$ cat src/rtl/core/sfwd_pkg.sv
`timescale 1ns / 1ps
// ----------------------------------------------------------------------------
// sfwd_pkg
// Shared types and constants for the scale frame weight decoder.
// ----------------------------------------------------------------------------
package sfwd_pkg;

    localparam int BYTE_W    = 8;
    localparam int COUNT_W   = 6;
    localparam int SUM_W     = 16;
    localparam int WORD_W    = 16;
    localparam int WEIGHT_W  = 23;
    localparam int STATUS_W  = 2;

    localparam logic [COUNT_W-1:0] MAX_FRAME_BYTES = 6'd32;
    localparam logic [COUNT_W-1:0] COUNT_CEILING   = 6'd63;

    // frame byte positions
    localparam logic [COUNT_W-1:0] IDX_HIGH  = 6'd5;
    localparam logic [COUNT_W-1:0] IDX_LOW   = 6'd6;
    localparam logic [COUNT_W-1:0] IDX_FLAGS = 6'd7;

    // top-bit patterns
    localparam logic [1:0] TAG_START = 2'b10;
    localparam logic [1:0] TAG_CLOSE = 2'b11;

    // result status codes
    localparam logic [STATUS_W-1:0] ST_GOOD   = 2'd0;
    localparam logic [STATUS_W-1:0] ST_CSUM   = 2'd1;
    localparam logic [STATUS_W-1:0] ST_LENGTH = 2'd2;

    // word * 15000 / 158 == word * 7500 / 79 == word * 94 + word * 74 / 79
    localparam logic [WEIGHT_W-1:0] SCALE_WHOLE = 23'd94;
    localparam logic [WEIGHT_W-1:0] SCALE_REM   = 23'd74;
    // ceil(2^30 / 79), exact for dividends below 2^23
    localparam int                  RECIP_W     = 24;
    localparam logic [RECIP_W-1:0]  RECIP_79    = 24'd13591669;
    localparam int                  RECIP_SHIFT = 30;
    localparam int                  PROD_W      = WEIGHT_W + RECIP_W;
    localparam int                  QUOT_W      = PROD_W - RECIP_SHIFT;

    localparam logic [WEIGHT_W-1:0] WEIGHT_MAX  = 23'd6221677;

    typedef struct packed {
        logic                valid;
        logic [STATUS_W-1:0] status;
        logic [WORD_W-1:0]   word;
    } sfwd_close_t;

    typedef struct packed {
        logic                valid;
        logic [STATUS_W-1:0] status;
        logic [WEIGHT_W-1:0] weight;
    } sfwd_result_t;

endpackage

$ cat src/rtl/core/sfwd_frame.sv
`timescale 1ns / 1ps
// ----------------------------------------------------------------------------
// sfwd_frame
// Byte-level framing, running checksum and field capture; registers one
// close record per frame end.
// ----------------------------------------------------------------------------
module sfwd_frame
    import sfwd_pkg::*;
(
    input  logic                aclk,
    input  logic                aresetn,
    input  logic                adv,      // pipeline moves
    input  logic                take,     // byte accepted (implies adv)
    input  logic [BYTE_W-1:0]   rx_byte,
    output sfwd_close_t         close_o
);

    logic               in_frame_reg,  in_frame_next;
    logic [COUNT_W-1:0] count_reg,     count_next;
    logic [SUM_W-1:0]   sum_reg,       sum_next;
    logic [BYTE_W-1:0]  prev_reg,      prev_next;
    logic [BYTE_W-1:0]  high_reg,      high_next;
    logic [BYTE_W-1:0]  low_reg,       low_next;
    logic [BYTE_W-1:0]  flags_reg,     flags_next;
    sfwd_close_t        close_reg,     close_next;

    logic [SUM_W-1:0]   body;
    logic [WORD_W-1:0]  folded;
    logic [WORD_W-1:0]  received;
    logic [BYTE_W-1:0]  flags_now;
    logic               len_bad;

    always_comb begin
        body      = sum_reg - SUM_W'(prev_reg);
        folded    = ({body[14:0], 1'b0} & 16'hFF00) | (body & 16'h007F) | 16'hC000;
        received  = {rx_byte, prev_reg};
        // an eight-byte frame closes on the flags byte itself
        flags_now = (count_reg == IDX_FLAGS) ? rx_byte : flags_reg;
        len_bad   = (count_reg < IDX_FLAGS) || (count_reg >= MAX_FRAME_BYTES);
    end

    always_comb begin
        in_frame_next = in_frame_reg;
        count_next    = count_reg;
        sum_next      = sum_reg;
        prev_next     = prev_reg;
        high_next     = high_reg;
        low_next      = low_reg;
        flags_next    = flags_reg;
        close_next    = '0;

        if (take) begin
            if (!in_frame_reg) begin
                if (rx_byte[7:6] == TAG_START) begin
                    in_frame_next = 1'b1;
                    count_next    = COUNT_W'(1);
                    sum_next      = SUM_W'(rx_byte);
                    prev_next     = rx_byte;
                end
            end else begin
                if (count_reg == IDX_HIGH)  high_next  = rx_byte;
                if (count_reg == IDX_LOW)   low_next   = rx_byte;
                if (count_reg == IDX_FLAGS) flags_next = rx_byte;

                if (rx_byte[7:6] != TAG_CLOSE) begin
                    sum_next  = sum_reg + SUM_W'(rx_byte);
                    prev_next = rx_byte;
                    if (count_reg != COUNT_CEILING) begin
                        count_next = count_reg + COUNT_W'(1);
                    end
                end else begin
                    in_frame_next    = 1'b0;
                    count_next       = '0;
                    sum_next         = '0;
                    prev_next        = '0;
                    close_next.valid = 1'b1;
                    close_next.word  = {high_reg[7] | flags_now[0], high_reg[6:0],
                                        low_reg[7]  | flags_now[1], low_reg[6:0]};
                    priority if (len_bad) begin
                        close_next.status = ST_LENGTH;
                    end else if (folded != received) begin
                        close_next.status = ST_CSUM;
                    end else begin
                        close_next.status = ST_GOOD;
                    end
                end
            end
        end
    end

    always_ff @(posedge aclk) begin
        if (!aresetn) begin
            in_frame_reg <= 1'b0;
            count_reg    <= '0;
            sum_reg      <= '0;
            prev_reg     <= '0;
            high_reg     <= '0;
            low_reg      <= '0;
            flags_reg    <= '0;
            close_reg    <= '0;
        end else if (adv) begin
            in_frame_reg <= in_frame_next;
            count_reg    <= count_next;
            sum_reg      <= sum_next;
            prev_reg     <= prev_next;
            high_reg     <= high_next;
            low_reg      <= low_next;
            flags_reg    <= flags_next;
            close_reg    <= close_next;
        end
    end

    assign close_o = close_reg;

endmodule

$ cat src/rtl/core/sfwd_scale.sv
`timescale 1ns / 1ps
// ----------------------------------------------------------------------------
// sfwd_scale
// Two-stage constant scaling of the raw word by 15000/158, truncated,
// using a reciprocal multiply for the division by 79.
// ----------------------------------------------------------------------------
module sfwd_scale
    import sfwd_pkg::*;
(
    input  logic         aclk,
    input  logic         aresetn,
    input  logic         adv,
    input  sfwd_close_t  close_i,
    output sfwd_result_t result_o
);

    // stage 1: split into whole and remainder parts
    logic                v1_reg;
    logic [STATUS_W-1:0] st1_reg;
    logic [WEIGHT_W-1:0] base1_reg;
    logic [WEIGHT_W-1:0] rem1_reg;

    // stage 2: reciprocal product
    logic                v2_reg;
    logic [STATUS_W-1:0] st2_reg;
    logic [WEIGHT_W-1:0] base2_reg;
    logic [PROD_W-1:0]   prod2_reg;

    logic [QUOT_W-1:0]   quot;

    always_ff @(posedge aclk) begin
        if (!aresetn) begin
            v1_reg <= 1'b0;
            v2_reg <= 1'b0;
        end else if (adv) begin
            v1_reg <= close_i.valid;
            v2_reg <= v1_reg;
        end
    end

    always_ff @(posedge aclk) begin
        if (adv) begin
            st1_reg   <= close_i.status;
            base1_reg <= WEIGHT_W'(close_i.word) * SCALE_WHOLE;
            rem1_reg  <= WEIGHT_W'(close_i.word) * SCALE_REM;
            st2_reg   <= st1_reg;
            base2_reg <= base1_reg;
            prod2_reg <= PROD_W'(rem1_reg) * PROD_W'(RECIP_79);
        end
    end

    assign quot = prod2_reg[PROD_W-1:RECIP_SHIFT];

    always_comb begin
        result_o.valid  = v2_reg;
        result_o.status = st2_reg;
        result_o.weight = (st2_reg == ST_GOOD) ? base2_reg + WEIGHT_W'(quot) : '0;
    end

endmodule

$ cat src/rtl/core/scale_frame_weight_decoder.sv
`timescale 1ns / 1ps
// Path: a closing byte's result reaches the output register through the frame
//   register (loaded on the edge that takes the byte), then two scaling
//   stages, then the output register.
// Throughput: one byte per cycle; the whole pipeline moves together and only
//   halts while the output register holds a result the sink has not taken.
// Reset (aresetn low, synchronous): hunting for a start byte, frame state
//   cleared, pipeline and output empty.
// ----------------------------------------------------------------------------
// scale_frame_weight_decoder
// Decodes the serial byte stream of a weighing scale into weight readings,
// one reading with status per frame close.
// ----------------------------------------------------------------------------
module scale_frame_weight_decoder
    import sfwd_pkg::*;
(
    input  logic        aclk,
    input  logic        aresetn,

    // byte stream in
    input  logic        s_axis_tvalid,
    output logic        s_axis_tready,
    input  logic [7:0]  s_axis_tdata,   // [7:0] rx_byte

    // readings out
    output logic        m_axis_tvalid,
    input  logic        m_axis_tready,
    output logic [23:0] m_axis_tdata,   // [22:0] weight_value, [23] zero
    output logic [1:0]  m_axis_tuser    // [1:0] frame_status
);

    logic         pipe_adv;     // every stage advances this cycle
    logic         byte_take;    // input request accepted
    sfwd_close_t  close_rec;
    sfwd_result_t scaled;

    logic                m_valid_reg;
    logic [WEIGHT_W-1:0] m_weight_reg;
    logic [STATUS_W-1:0] m_status_reg;

    // The output register is the only place a result can wait; when it is
    // empty or being drained, all stages shift and a new byte is taken.
    assign pipe_adv      = !m_valid_reg || m_axis_tready;
    assign byte_take     = s_axis_tvalid && pipe_adv;
    assign s_axis_tready = pipe_adv;

    // framing, checksum, byte capture
    sfwd_frame u_frame (
        .aclk    (aclk),
        .aresetn (aresetn),
        .adv     (pipe_adv),
        .take    (byte_take),
        .rx_byte (s_axis_tdata),
        .close_o (close_rec)
    );

    // word * 15000 / 158
    sfwd_scale u_scale (
        .aclk     (aclk),
        .aresetn  (aresetn),
        .adv      (pipe_adv),
        .close_i  (close_rec),
        .result_o (scaled)
    );

    // output register: loads a bubble or a result whenever the pipe moves
    always_ff @(posedge aclk) begin
        if (!aresetn) begin
            m_valid_reg <= 1'b0;
        end else if (pipe_adv) begin
            m_valid_reg <= scaled.valid;
        end
    end

    always_ff @(posedge aclk) begin
        if (pipe_adv) begin
            m_weight_reg <= scaled.weight;
            m_status_reg <= scaled.status;
        end
    end

    assign m_axis_tvalid = m_valid_reg;
    assign m_axis_tdata  = {1'b0, m_weight_reg};
    assign m_axis_tuser  = m_status_reg;

    // ------------------------------------------------------------------------
    // checks
    // ------------------------------------------------------------------------

    // a bad frame never carries a weight
    a_bad_frame_zero: assert property (@(posedge aclk) disable iff (!aresetn)
        (m_axis_tvalid && (m_axis_tuser != ST_GOOD)) |-> (m_axis_tdata == 24'd0))
        else $error("non-zero weight on a bad frame");

    // scaled reading never exceeds the scaled maximum of a 16-bit word
    a_weight_range: assert property (@(posedge aclk) disable iff (!aresetn)
        m_axis_tvalid |-> (m_axis_tdata[22:0] <= WEIGHT_MAX))
        else $error("weight beyond scaled range");

    // while the output stalls, the frame record must hold still
    a_stall_holds: assert property (@(posedge aclk) disable iff (!aresetn)
        (m_axis_tvalid && !m_axis_tready) |=> $stable(close_rec))
        else $error("frame record moved during stall");

endmodule
$ cat config.mk
export PLATFORM = sky130hd
export DESIGN_NAME = scale_frame_weight_decoder
export DESIGN_NICKNAME = d
export VERILOG_FILES = /design/src/rtl/core/sfwd_pkg.sv /design/src/rtl/core/sfwd_frame.sv /design/src/rtl/core/sfwd_scale.sv /design/src/rtl/core/scale_frame_weight_decoder.sv
export SDC_FILE = /design/constraint.sdc
export NUM_CORES = 1
export LEC_CHECK = 0
export ABC_AREA = 1
export BUFFER_PORTS_ARGS = -buffer_cell sky130_fd_sc_hd__buf_2
export CORE_MARGIN = 1.5
export CORE_UTILIZATION = 45
export DETAILED_ROUTE_END_ITERATION = 8
export HOLD_SLACK_MARGIN = 0.1
export SLEW_MARGIN = 20
export SYNTH_ARGS = -nofsm -noshare
export SYNTH_HDL_FRONTEND = slang
export SYNTH_SLANG_ARGS = --single-unit
export TNS_END_PERCENT = 100
$ cat constraint.sdc
create_clock -name aclk -period 8.81 [get_ports aclk]
set_input_delay 0.4405 -clock aclk [delete_from_list [all_inputs] [get_ports aclk]]
set_output_delay 0.4405 -clock aclk [all_outputs]
set_load 0.02 [all_outputs]
---- Yosys cells after proc, flatten, opt, wreduce, memory -nomap -nowiden ----
Cells that the tools add are included.
word-level totals
  bits of input ports ..................... 12
  flip-flop bits (word level) ............. 212
cells by class
  order comparisons ....................... 2
  equal/unequal tests ..................... 8
  bitwise gates (word level) .............. 3
  reductions and logical operators ........ 12
  multipliers ............................. 3
  add/subtract/negate cells ............... 4
  muxes and demuxes ....................... 19
operator list
  operator                                             count
  two-way mux 19 bit                                   3
  two-way mux 16 bit                                   3
  multiplier 22 x 24 -> 46 bit, second input constant  1
  multiplier 16 x 6 -> 22 bit, second input constant   2
  two-way mux 6 bit                                    4
  two-way mux 8 bit                                    3
  adder 23 x 17 -> 23 bit                              1
  equality test 6 x 3 -> 1 bit, second input constant  3
  adder 16 x 8 -> 16 bit                               1
  inequality test 16 bit                               1
  bitwise OR 14 x 7 -> 14 bit                          1
  subtractor 13 x 8 -> 13 bit                          1
  AND reduction 4 bit                                  3
  adder 6 x 1 -> 6 bit, second input constant          1
  >= comparator 6 bit, second input constant           1
  < comparator 6 x 3 -> 1 bit, second input constant   1
  inequality test 6 bit, second input constant         1
  AND reduction 3 bit                                  2
  two-way mux 1 bit                                    4
  two-way mux 2 bit                                    2
  inequality test 3 bit, second input constant         1
  equality test 2 bit, second input constant           1
  logical NOT 2 bit                                    1
  logical OR 1 bit                                     2
  6 further kinds                                      7

---- Longest topological paths before layout ----
  depth after elaboration ................. 8
  mapped depth ............................ 27
  mapped depth without buffers ............ 27

---- Cells and area by module ----
A second synthesis with hierarchy kept.
second synthesis, totals
  cells, all modules ...................... 2,730
  area total of the unflattened synthesis .. 22,704.3 sq um
modules (own cells, without submodules)
  module                      cells an instance  area an instance (sq um)  times used
  sfwd_scale                  2,144              18,043.6                  1
  sfwd_frame                  552                3,844.9                   1
  scale_frame_weight_decoder  34                 815.8                     1

---- Worst setup path after synthesis ----
Ideal clock, no wire load.
  path type ............................... register -> register
  start ................................... reg u_scale.rem1_reg[5]
  end ..................................... reg u_scale.prod2_reg[46], data pin
  stages on the path, launching flop included .. 22
  arrival ................................. 5.350 ns
  path buffers ............................ 0
  setup slack ............................. 3.199 ns
  library setup time ...................... 0.261 ns
  cells stage by stage .................... edfxtp_1 fa_1 inv_1 fa_1 inv_1 fa_1 fa_1 fa_1 fa_1 inv_1 fa_1 inv_1 ha_1 nand2_1 nor2_1 inv_1 nor3_1 inv_1 o21ai_0 nand2_1 nand3_1 xor2_1
between the ends
  longest elaborated chain between the ends .. 1
ends and longest elaborated chain
  item                          line              text
  from (decl)                   sfwd_scale.sv:21  logic [WEIGHT_W-1:0] rem1_reg;
  from (signal assigned)        sfwd_scale.sv:45  rem1_reg <= WEIGHT_W'(close_i.word) * SCALE_REM;
  multiplier 22 x 24 -> 46 bit  sfwd_scale.sv:48  prod2_reg <= PROD_W'(rem1_reg) * PROD_W'(RECIP_79);
  to (signal assigned)          sfwd_scale.sv:48
  to (decl)                     sfwd_scale.sv:27  logic [PROD_W-1:0] prod2_reg;
No other way between the ends.
A chain may end at the register's enable or synchronous reset.

---- Worst setup path after layout ----
  start ................................... reg u_scale.rem1_reg[8]
  end ..................................... reg u_scale.prod2_reg[46], data pin
The elaborated chain is that of the path after synthesis.

==> results.py <==
metrics = {
    "grt": {
        "gr-usage-all-layers_pct": 24.3,
        "grt_pass1_vias": 16900,
        "grt_max_degree": 70,
        "antenna_found_initial": 0,
        "grt_pass1_wl_mm": 91.9,
        "grt-ovfl-total": 0,
    },
    "die": {
        "start_util_pct": 45.4,
        "ios": 40,
        "core_area_um2": 47500,
        "row_count": 80,
        "dieArea_um2": 49200,
        "dieWidth_um": 222,
        "dieHeight_um": 222,
    },
    "finish": {
        "nets": 3086,
        "largest_reg_flops": 23,
        "antenna-diode-count": 0,
        "synthToLayoutAreaGrowth_pct": 7.06,
        "layout_common_cells": "inv_1, nand2_1, ha_1, fa_1, a21oi_1",
        "final_layout_size_suffix_gt1_share_pct": 4.09,
        "nFillCells": 4566,
        "final_common_cell": "inv_1",
    },
    "sta": {
        "setup_violations": 0,
        "min_period_ps": 6330,
        "relSlewSlack_pct": 39.1,
        "tightest_slew_ps": 913,
        "hold_viol_final": 0,
        "fin_tns_setup_ps": 0,
        "rsz0062_at_grt": "no",
        "max_freq_mhz": 158,
        "maxSlewViolCount": 0,
        "finalCritPeriodShare_pct": 71.9,
        "finClkSkew_ps": 16.2,
    },
    "detailed_routing": {
        "routedWlPerCell_um": 18.4,
        "drt-met1-wl_mm": 26.5,
        "wirelength_mm": 57.2,
        "vias": 16000,
        "wl_met3_mm": 1.98,
        "dr.max_layer_used": "met4",
        "wl_met2_mm": 26.8,
        "final_antenna_net_count": 0,
        "viasPerCell": 5.15,
        "drtIter0Drc": 968,
        "drtPass1Iterations": 5,
        "drcViolationCount": 0,
    },
    "clock_tree": {
        "cts_root_buf": "clkbuf_16",
        "cts_max_level": 4,
        "cts_setup_buffers": 0,
        "clock_latency_ps": 490,
        "cts-buffers-inserted": 17,
        "clock_path_buffers": 2,
        "clk_pin_slew_ps": 80,
        "cts_tree": "done",
        "cts-resized-gates": 0,
        "clock_sinks": 179,
        "cts_hold_buf": 0,
    },
    "critical_path": {
        "crit_type": "reg -> reg",
        "crit-reg2reg-launch": "u_scale.rem1_reg[8]$_DFFE_PN_",
        "setup.worst_path.end": "u_scale.prod2_reg[46]$_DFFE_PN_",
        "r2r_slack_ps": 2480,
        "critPathArrivalTime_ps": 6550,
        "worst_path_max_delay_cell": "edfxtp_1",
        "r2r_cells": 20,
        "r2r_end": "u_scale.prod2_reg[46]$_DFFE_PN_",
        "path_max_fanout": 7,
        "cp_common_cell": "fa_1",
        "critPathLaunchType": "flop",
        "crit_chain": "inv_1 -> fa_1 -> fa_1 -> fa_1 -> inv_1 -> fa_1 -> fa_1 -> fa_1 -> inv_1 -> fa_1 -> inv_1 -> ha_1 -> nand2_1 -> inv_1 -> a21oi_1 -> a21boi_0 -> o21ai_0 -> nand2_1 -> nand3_1 -> xor2_1",
        "worstPathRequired_ps": 9030,
        "slowest_delay_ps": 660,
        "startpoint": "u_scale.rem1_reg[8]$_DFFE_PN_",
        "crit_path_end_kind": "flop",
    },
    "pwr": {
        "power_mw": 1.89,
        "total_leakage_power_nw": 12.8,
        "vdd_ir_drop_max_uv": 113,
        "powerDensity_nw_per_um2": 82.0,
    },
    "synth": {
        "syn_inst": 2441,
        "synth_nets": 3044,
        "ys_seq_elements": 179,
        "synth.cell_area_um2": 21600,
        "ys_seq_area_share_pct": 21.8,
        "yosys_warnings": 0,
        "postSynthAreaPerCell_um2": 8.83,
        "ys_types": 54,
    },
    "outcome": {
        "status": "finished, final reports clean",
    },
    "placed_design": {
        "io_buffers": 38,
        "hpwl_mm": 49.7,
        "gp_congestion": 1.01,
    },
    "job": {
        "cap_viol_max_count": 0,
    },
    "hold_path": {
        "timing.hold.worst.start": "s_axis_tdata[6]",
        "hp-class": "in -> reg",
    },
}
## report_power, final
part	internal [mW]	switching (mW)
Combinational	0.0611	0.116
Sequential	0.887	0.00686
Clock	0.427	0.394
## area by class of cell
| cell class | instances | area (um^2) | share of cell area [%] |
|---|---|---|---|
| clock buffer | 18 | 450 | 1.95 |
| sequential | 179 | 4690 | 20.3 |
| multi-input combinational | 1693 | 14700 | 63.7 |
| inverter | 552 | 2080 | 9.01 |
| timing repair buffer | 40 | 205 | 0.889 |
| tap | 615 | 769 | 3.33 |
| clock inverter | 14 | 181 | 0.786 |
## cell usage after synthesis, drive strengths merged
library cell    n  area (um^2)
clkbuf         10         37.5
fa            254         5080
a211oi          3         27.5
nand2b          1         6.26
o31ai           6         58.8
nor4            5         43.8
o21bai          7         52.6
ha            337         4220
o22ai           5         31.3
a211o           1         8.76
or2             5         31.3
a21oi         198          991
a31oi           6         37.5
xnor2          15          131
buf             7         50.0
nand4          16          100
conb            1         3.75
a21o           12         90.1
edfxtp        111         3330
nor2          156          619
nand3          70          355
a21boi          2         15.0
nand3b          3         22.5
o21a            9         67.6
nor3           24          120
dfxtp          68         1360
and2            4         25.0
inv           552         2080
nand2         367         1400
o21ai         128          659
a31o            1         8.76
o211ai          5         42.5
xor2           49          429
or3             1         6.26
a22oi           1         7.51
o2111ai         1         8.76
## critical path, delay by kind of cell, from the launching register on
family          cells  cell delay [ps]
compound gates      3              730
xor+xnor            1              160
fa+ha+maj           8             3840
buf+inv             5              350
flops               1              660
simple gates        3              320
## worst min path at each step
stage	endpoint	slack [ps]	depth (start not counted)
global route	u_frame.prev_reg[6]$_SDFFE_PN0P_	270	3
global placement	u_scale.st2_reg[1]$_DFFE_PN_	400	0
CTS	u_frame.prev_reg[6]$_SDFFE_PN0P_	260	3
finish	u_frame.prev_reg[6]$_SDFFE_PN0P_	300	3
detailed placement	u_scale.base2_reg[13]$_DFFE_PN_	400	0
floorplan	u_scale.base2_reg[10]$_DFFE_PN_	400	0
## metal layers
metal	vias to the layer above	global-route usage [%]
met5	-	0
met4	0	9.24
met3	82	3.25
met2	276	40.3
met1	7750	32.5
li1	7917	-
## cells by family (layout without fill, tap and decap cells)
family / Yosys count / in the layout / synth area share, %
other: 1 / 1 / 0.0174
xor gates and xnor gates: 64 / 64 / 2.60
adders and majority gates: 591 / 591 / 43.1
buffers and inverters: 569 / 624 / 10.0
and+or+nand+nor: 652 / 652 / 12.7
DFF: 179 / 179 / 21.8
AOI/OAI and AO/OA: 385 / 385 / 9.77
## metrics by stage
stage                     std cells  util, %  worst slack, ps  instance area, um^2  hold slack, ps
after global routing           3111     48.6             2140                23100             270
after detailed placement       3079     47.2             2510                22500             405
final                          3111     48.6             2480                23100             303
after floorplan                2441        -             3200                21600             400
after CTS                      3111     48.6             2470                23100             260
after global placement         3079     47.2             2520                22500             402
(Power assumes the default switching activity.)
